--- src/tlpw_pkg.sv ---
// Shared types and constants for the two-level page walk.
// Used by the controller, the datapath and the top level; no dependencies.

package tlpw_pkg;

   // Field geometry of a 10/10/12 walk
   localparam int FRAME_BITS   = 20;
   localparam int INDEX_BITS   = 10;
   localparam int OFFSET_BITS  = 12;
   localparam int DIR_IDX_LSB  = 22;
   localparam int TAB_IDX_LSB  = 12;
   localparam int PRESENT_POS  = 20;
   localparam int VA_KEEP_BITS = 22;

   // Result status codes
   typedef logic [2:0] status_type;
   localparam status_type ST_OK            = 3'd0;
   localparam status_type ST_BAD_DIR_FRAME = 3'd1;
   localparam status_type ST_DIR_ABSENT    = 3'd2;
   localparam status_type ST_BAD_TAB_FRAME = 3'd3;
   localparam status_type ST_TAB_ABSENT    = 3'd4;
   localparam status_type ST_WRITE_DONE    = 3'd5;

   // Source of the result loaded into the output register
   typedef enum logic [1:0] {
      SEL_DIR = 2'd0,
      SEL_TAB = 2'd1,
      SEL_FIN = 2'd2
   } out_sel_type;

   // Controller to datapath
   typedef struct packed {
      logic        clear_en;
      logic        accept;
      logic        tab_rd;
      logic        load_out;
      out_sel_type out_sel;
   } cmd_type;

   // Datapath to controller
   typedef struct packed {
      logic clear_last;
      logic fin_now;
      logic dir_stop;
   } stat_type;

endpackage

--- src/tlpw_ctrl.sv ---
// Controller of the page walk: clear sweep, walk sequencing, result valid.
// Depends on tlpw_pkg.

module tlpw_ctrl import tlpw_pkg::*; (
   input  logic     clock,
   input  logic     reset,
   input  stat_type stat,
   output cmd_type  cmd,
   input  logic     req_valid,
   output logic     req_ready,
   output logic     rsp_valid,
   input  logic     rsp_ready
);

   typedef enum logic [4:0] {
      S_CLEAR = 5'b00001,
      S_IDLE  = 5'b00010,
      S_DIR   = 5'b00100,
      S_TAB   = 5'b01000,
      S_FIN   = 5'b10000
   } state_type;

   state_type state_ff;
   state_type state_in;
   logic      rsp_valid_ff;
   logic      rsp_valid_in;
   logic      out_free;

   assign out_free  = !rsp_valid_ff || rsp_ready;
   assign req_ready = (state_ff == S_IDLE);

   // Sequence the walk
   always_comb begin
      state_in     = state_ff;
      cmd.clear_en = 1'b0;
      cmd.accept   = 1'b0;
      cmd.tab_rd   = 1'b0;
      cmd.load_out = 1'b0;
      cmd.out_sel  = SEL_FIN;
      unique case (state_ff)
         S_CLEAR: begin
            cmd.clear_en = 1'b1;
            if (stat.clear_last) begin
               state_in = S_IDLE;
            end
         end
         S_IDLE: begin
            if (req_valid) begin
               cmd.accept = 1'b1;
               state_in   = stat.fin_now ? S_FIN : S_DIR;
            end
         end
         S_DIR: begin
            cmd.out_sel = SEL_DIR;
            if (!stat.dir_stop) begin
               cmd.tab_rd = 1'b1;
               state_in   = S_TAB;
            end else if (out_free) begin
               cmd.load_out = 1'b1;
               state_in     = S_IDLE;
            end
         end
         S_TAB: begin
            cmd.out_sel = SEL_TAB;
            if (out_free) begin
               cmd.load_out = 1'b1;
               state_in     = S_IDLE;
            end
         end
         S_FIN: begin
            cmd.out_sel = SEL_FIN;
            if (out_free) begin
               cmd.load_out = 1'b1;
               state_in     = S_IDLE;
            end
         end
         default: begin
            state_in = S_CLEAR;
         end
      endcase
   end

   // Set on load, drop when the beat is taken
   always_comb begin
      if (cmd.load_out) begin
         rsp_valid_in = 1'b1;
      end else if (rsp_ready) begin
         rsp_valid_in = 1'b0;
      end else begin
         rsp_valid_in = rsp_valid_ff;
      end
   end

   always_ff @(posedge clock) begin
      if (reset) begin
         state_ff     <= S_CLEAR;
         rsp_valid_ff <= 1'b0;
      end else begin
         state_ff     <= state_in;
         rsp_valid_ff <= rsp_valid_in;
      end
   end

   assign rsp_valid = rsp_valid_ff;

endmodule

--- config.mk ---
export PLATFORM = sky130hd
export DESIGN_NAME = tlpw_ctrl
export DESIGN_NICKNAME = d
export VERILOG_FILES = /design/src/tlpw_pkg.sv /design/src/tlpw_ctrl.sv
export SDC_FILE = /design/constraint.sdc
export NUM_CORES = 1
export LEC_CHECK = 0
export ABC_AREA = 1
export BUFFER_PORTS_ARGS = -buffer_cell sky130_fd_sc_hd__buf_2
export CORE_AREA = 2 2 39 41
export DETAILED_ROUTE_END_ITERATION = 10
export DIE_AREA = 0 0 41 43
export GPL_ROUTABILITY_DRIVEN = 0
export GPL_TIMING_DRIVEN = 0
export PLACE_DENSITY = 0.61
export SYNTH_ARGS = -nofsm -noshare
export SYNTH_HDL_FRONTEND = slang
export SYNTH_SLANG_ARGS = --single-unit
--- constraint.sdc ---
create_clock -name clock -period 1.7 [get_ports clock]
set_clock_uncertainty 0.2 [all_clocks]
set_input_delay 0.085 -clock clock [delete_from_list [all_inputs] [get_ports clock]]
set_output_delay 0.085 -clock clock [all_outputs]
set_load 0.005 [all_outputs]
==> results of run 1 <==
-- how the worst max path moves through the flow --
stage                                         from                endpoint
after CTS                   rsp_valid$_SDFFE_PP0P_                  cmd[2]
after global routing      state_ff[1]$_SDFFE_PP0P_                  cmd[2]
after floorplan             rsp_valid$_SDFFE_PP0P_  rsp_valid$_SDFFE_PP0P_
after global placement      rsp_valid$_SDFFE_PP0P_                  cmd[2]
after detailed placement    rsp_valid$_SDFFE_PP0P_                  cmd[2]
final                     state_ff[1]$_SDFFE_PP0P_                  cmd[2]
-- per-stage QoR --
stage                     hold slack (ns)  setup WS, ns
after floorplan                   -0.0526         0.437
after global placement              0.111         0.287
after detailed placement            0.114         0.290
after CTS                        -0.00238       0.00866
after global routing               0.0368      -0.00195
final                              0.0175        0.0804
-- cell usage in the layout (no fill, tap or decap) --
cell type,count
a21oi_1,1
a21oi_2,1
buf_2,14
buf_4,2
clkbuf_4,3
dfxtp_1,3
dfxtp_2,3
dlygate4sd3_1,7
inv_1,10
inv_2,5
nand2_1,6
nand2_2,9
nand3_1,4
nand3_2,4
nand4_1,1
nor2_1,7
nor2_2,1
nor2_4,4
o21ai_0,2
o21ai_1,1
o31ai_2,1
-- power breakdown --
| part | total (mW) | switching [mW] | leakage, nW | internal [mW] |
|---|---|---|---|---|
| combinational | 0.175 | 0.100 | 0.275 | 0.0755 |
| clock | 0.138 | 0.0577 | 0.0138 | 0.0802 |
| sequential | 0.178 | 0.0206 | 0.0502 | 0.158 |
-- cell families (layout without fill, tap and decap cells) --
family	count (synthesis)	count (layout)	synth area share (%)
AOI/OAI and AO/OA	6	6	9.43
buffers and inverters	16	41	14.6
DFF	6	6	27.4
and+or+nand+nor	36	36	48.6
-- area by class of cell --
cell class | instances | area [µm²]
Fill cell | 141 | 742
Multi-Input combinational cell | 42 | 264
Timing Repair Buffer | 22 | 148
Sequential cell | 6 | 124
Inverter | 15 | 56.3
Clock buffer | 3 | 22.5
Tap cell | 16 | 20.0
Buffer | 1 | 7.51
-- metal layers --
metal | global-route usage (%) | vias to the layer above | share of wire, %
met5 | 0 | - | 0
met4 | 8.00 | 0 | 5.3
met3 | 4.71 | 7 | 5.6
met2 | 19.4 | 14 | 51
met1 | 15.2 | 216 | 38
li1 | - | 245 | -
-- flip-flops by register name, indices dropped and copies added, names as in the netlist --
name,count
rsp_valid,1
state_ff,5
-- critical path: cells and delay by family, from the launching register on --
family,cells,cell delay [ns]
AND/OR/NAND/NOR,5,0.55
flip-flops,1,0.34
buffers and inverters,2,0.19
-- repair_timing --
| action | CTS | global route |
|---|---|---|
| hold buffers | 6 | 1 |
| endpoints found under the setup margin | 0 | 1 |
| hold endpoints to repair | 6 | 1 |
| buffers inserted | 0 | 1 |
| gates resized for setup | 0 | 6 |
==> summary.md, run 1 <==
| Metric | Value |
|---|---|
| DPL Wire Length | 738 µm |
| Fraction of final layout cells with drive strength greater than 1 | 52.8% |
| Static Leak | 0.339 nW |
| Yosys reg bits | 6 |
| Endpoints failing setup | 0 |
| R2R setup slack | 0.12 ns |
| Port bufs | 14 |
| N_diodes | 0 |
| Reg-to-Reg Start | rsp_valid$_SDFFE_PP0P_ |
| Cells after Synth | 64 |
| Die Height | 43 µm |
| Dpl cells | 94 |
| Clock transition at path regs | 0.04 ns |
| Worst path slowest cell | dfxtp_2 |
| Finished Layout Cells | 105 |
| Post-Syn Area per Cell | 6.84 µm² |
| Async S/R FF share, synth | 0% |
| Top FF cell, synth | dfxtp_1 |
| I/O pins | 15 |
| Clock Path Buffers | 2 |
| DRT Wirelength | 1050 µm |
| Largest stage delay, worst path | 0.34 ns |
| Hold path depth | 4 |
| Highest clock rate | 0.617 GHz |
| Pwr Density | 766 nW/µm² |
| Top cells by count, synth | inv_1, nand2_2, nor2_1, nand2_1, dfxtp_1 |
| Total power | 492 µW |
| Nets | 98 |
| Largest net degree at the start of global routing | 6 |
| Core area | 1380 µm² |
| Area post-placement | 528 µm² |
| Cell taking the most area after synthesis | dfxtp_1 |
| Drt pass-1 iters | 4 |
| Worst-path cell chain | nor2_4, nand2_2, nor2_4, nand2_2, nand2_1, buf_4, buf_2 |
| Tcrit/Tclk final | 95.3% |
| Worst hold-check path type | input pin to register |
| Clk_lat worst skew | 0.25 ns |
| DR WL/cell | 9.98 µm |
| Slew Limit Headroom | 87.7% |
| Worst ir drop on vdd | 399 µV |
| Die area | 1760 µm² |
| Post-Syn Area | 438 µm² |
| FP Rows | 14 |
| CTS tree | done |
| Final Core Density | 46.4% |
| Vias in the first global route | 412 |
| Iteration-0 DRC Markers | 5 |
| Warnings, synthesis | 0 |
| GR Util All Layers | 13.1% |
| Crit path DAT | 1.33 ns |
| Final Max Tran Viols | 0 |
| H-tree Lvls | 1 |
| Worst path required time | 1.41 ns |
| Worst Reg-to-Reg Cells | 5 |
| Critical path class | register to primary output |
| Worst r2r dst | state_ff[3]$_SDFFE_PP0P_ |
| Initial antenna violation count | 0 |
| Unique masters post-synth | 17 |
| Top-area cell type share of the netlist area | 27.4% |
| TNS Setup | 0 ns |
| Vias/cell | 4.59 |
| CP Capture Type | primary output |
| First-pass GRT wire length | 1520 µm |
| Post-synth EDFFs | 0 |
| Register area share after synthesis | 27.4% |
| Worst-margin pin slew | 0.185 ns |
| Critical Path Start Type | register |
| Congestion Overflow GR | 0 |
| Fin crit period | 1.62 ns |
| Synthesis-to-layout area growth | 46.6% |
| Most numerous cell in the Yosys netlist | inv_1 |
| CP max FO | 5 |
| Syn Nets | 71 |
| Total CTS buffers | 3 |
| Design area | 642 µm² |
| Die W | 41 µm |
| DRC | 0 |
| Routed vias | 482 |
| Root Driver | clkbuf_4 |
| Status | complete, no violations |
| Clock sink total | 6 |
| Max-cap violations | 0 |
| Initial Utilization | 31.6% |
| Worst Min Path Start | rsp_ready |
| Worst Hold End | rsp_valid$_SDFFE_PP0P_ |
| ANT nets after route | 0 |
| Ranking of synthesized cells by area | dfxtp_1, nand2_2, nand3_2 |
| Final Hold Fails | 0 |
Power figures use the tool's default switching activity.
==> inputs of run 2 (changes only) <==
--- a/config.mk
+++ b/config.mk
@@ -7,12 +7,14 @@
 export LEC_CHECK = 0
 export ABC_AREA = 1
 export BUFFER_PORTS_ARGS = -buffer_cell sky130_fd_sc_hd__buf_2
-export CORE_AREA = 2 2 39 41
+export CELL_PAD_IN_SITES_DETAIL_PLACEMENT = 0
+export CELL_PAD_IN_SITES_GLOBAL_PLACEMENT = 1
+export CORE_MARGIN = 2
+export CORE_UTILIZATION = 31
 export DETAILED_ROUTE_END_ITERATION = 10
-export DIE_AREA = 0 0 41 43
 export GPL_ROUTABILITY_DRIVEN = 0
 export GPL_TIMING_DRIVEN = 0
-export PLACE_DENSITY = 0.61
+export PLACE_DENSITY = 0.78
 export SYNTH_ARGS = -nofsm -noshare
 export SYNTH_HDL_FRONTEND = slang
 export SYNTH_SLANG_ARGS = --single-unit
==> run 2 against run 1 <==
Count of clock-buffer cells in the layout stayed put; utilization is 2.0 points higher; sequential share of layout area is 0.28 points lower; global-route usage is 1.0 points lower; fmax is 1.2% lower; via count is 6.6% lower; register-to-register slack hardly changed; wire length is 8.9% lower; flip-flop and latch count stayed put; hold slack better by 0.059 ns.
==> summary.md, run 2 (synthesized netlist as in run 1, its figures left out) <==
| Metric | Value |
|---|---|
| Worst-path cell chain | nor2_4, nand2_2, nor2_4, nand2_1, nand2_1, buf_4, buf_2 |
| Worst path required time | 1.41 ns |
| Design area | 638 µm² |
| Routed vias | 450 |
| Tcrit/Tclk final | 96.4% |
| Worst path slowest cell | dfxtp_1 |
| Final Hold Fails | 0 |
| Final Max Tran Viols | 0 |
| Critical Path Start Type | register |
| Largest net degree at the start of global routing | 6 |
| DPL Wire Length | 729 µm |
| Static Leak | 0.339 nW |
| Congestion Overflow GR | 0 |
| Status | complete, no violations |
| Slew Limit Headroom | 87.3% |
| Core area | 1320 µm² |
| CP Capture Type | primary output |
| Critical path class | register to primary output |
| FF/Latch Area | 121 µm² |
| Worst-margin pin slew | 0.191 ns |
| Dpl cells | 93 |
| Final Core Density | 48.4% |
| Drt pass-1 iters | 4 |
| DR WL/cell | 9.18 µm |
| Biggest register | state_ff |
| Vias in the first global route | 432 |
| Die W | 41.6 µm |
| Switch share | 36.5% |
| Crit path DAT | 1.35 ns |
| Clk pwr share | 27.9% |
| Synthesis-to-layout area growth | 45.7% |
| Initial Utilization | 33.2% |
| Logic pwr share | 36.3% |
| Root Driver | clkbuf_4 |
| Most frequent cells in the layout | buf_2, inv_1, nand2_2, dlygate4sd3_1 |
| Die Height | 41.6 µm |
| Largest register FFs | 5 |
| Clock sink total | 6 |
| Die area | 1730 µm² |
| Nets | 98 |
| Area post-placement | 527 µm² |
| Highest clock rate | 0.610 GHz |
| Most common cell after layout, fill and taps aside | buf_2 |
| Clk_lat worst skew | 0.25 ns |
| Initial antenna violation count | 0 |
| H-tree Lvls | 1 |
| Pwr Density | 768 nW/µm² |
| Fin crit period | 1.64 ns |
| Largest stage delay, worst path | 0.34 ns |
| Internal power | 311 µW |
| FILL cells | 123 |
| Worst hold-check path type | input pin to register |
| Switching pwr | 179 µW |
| CP max FO | 5 |
| Clock transition at path regs | 0.05 ns |
| Vias/cell | 4.33 |
| Port bufs | 14 |
| Fraction of final layout cells with drive strength greater than 1 | 48.3% |
| FP Rows | 13 |
| Finished Layout Cells | 104 |
| RSZ-0062 raised after global routing | yes |
| Endpoints failing setup | 0 |
| Multi-input gate area | 262 µm² |
| Max-cap violations | 0 |
| I/O pins | 15 |
| Seq pwr share | 35.8% |
| DRC | 0 |
| GR Util All Layers | 12.1% |
| ANT nets after route | 0 |
| First-pass GRT wire length | 1590 µm |
| Clock Path Buffers | 2 |
| N_diodes | 0 |
| CTS tree | done |
| DRT Wirelength | 955 µm |
| Worst ir drop on vdd | 441 µV |
| Total CTS buffers | 3 |
| Iteration-0 DRC Markers | 4 |
-- run 2: critical path, delay by kind of cell, from the launching register on --
family / cells / cell delay, ns
simple gates: 5 / 0.56
buf+inv: 2 / 0.19
flops: 1 / 0.34
-- run 2: final timing paths --
path	startpoint	cells past startpoint	slack (ns)	endpoint
min	rsp_ready	6	0.08	state_ff[2]$_SDFFE_PP0P_
max	state_ff[1]$_SDFFE_PP0P_	7	0.06	cmd[2]
max reg2reg	rsp_valid$_SDFFE_PP0P_	5	0.13	state_ff[3]$_SDFFE_PP0P_
min reg2reg	state_ff[3]$_SDFFE_PP0P_	2	0.31	state_ff[3]$_SDFFE_PP0P_
-- run 2: layout make-up --
| class | instances | area share [%] |
|---|---|---|
| Tap cell | 15 | 2.94 |
| Buffer | 1 | 1.18 |
| Multi-Input combinational cell | 42 | 41.0 |
| Clock buffer | 3 | 3.53 |
| Timing Repair Buffer | 22 | 23.5 |
| Sequential cell | 6 | 19.0 |
| Inverter | 15 | 8.82 |
-- run 2: routing by layer --
metal  track usage, %  share of wire [%]
met1             13.8                 44
met2             20.6                 50
met3             1.74                4.3
met4             7.74                1.0
met5                0                  0
-- run 2: through the flow --
step	setup slack, ns	hold slack [ns]	total power [mW]	setup TNS [ns]
finish	0.0607	0.0765	0.490	0
global placement	0.251	0.123	0.345	0
CTS	0.0402	0.0702	0.493	0
global route	-0.0212	0.169	0.522	-0.0212
floorplan	0.437	-0.0526	0.302	0
detailed placement	0.252	0.120	0.344	0
-- run 2: power groups by stage --
stage               clock [mW]  sequential [mW]  combinational (mW)
detailed placement           0            0.178               0.166
CTS                      0.138            0.176               0.179
global route             0.146            0.178               0.197
floorplan                    0            0.176               0.126
global placement             0            0.177               0.167
finish                   0.137            0.175               0.178
-- run 2: timing repair --
item	in CTS	in global routing
setup endpoints to repair	1	2
hold buffers	8	0
gates cloned	0	0
setup buffers	0	0
pin swaps	0	1
hold endpoints to repair	6	0
gates resized for setup	1	2
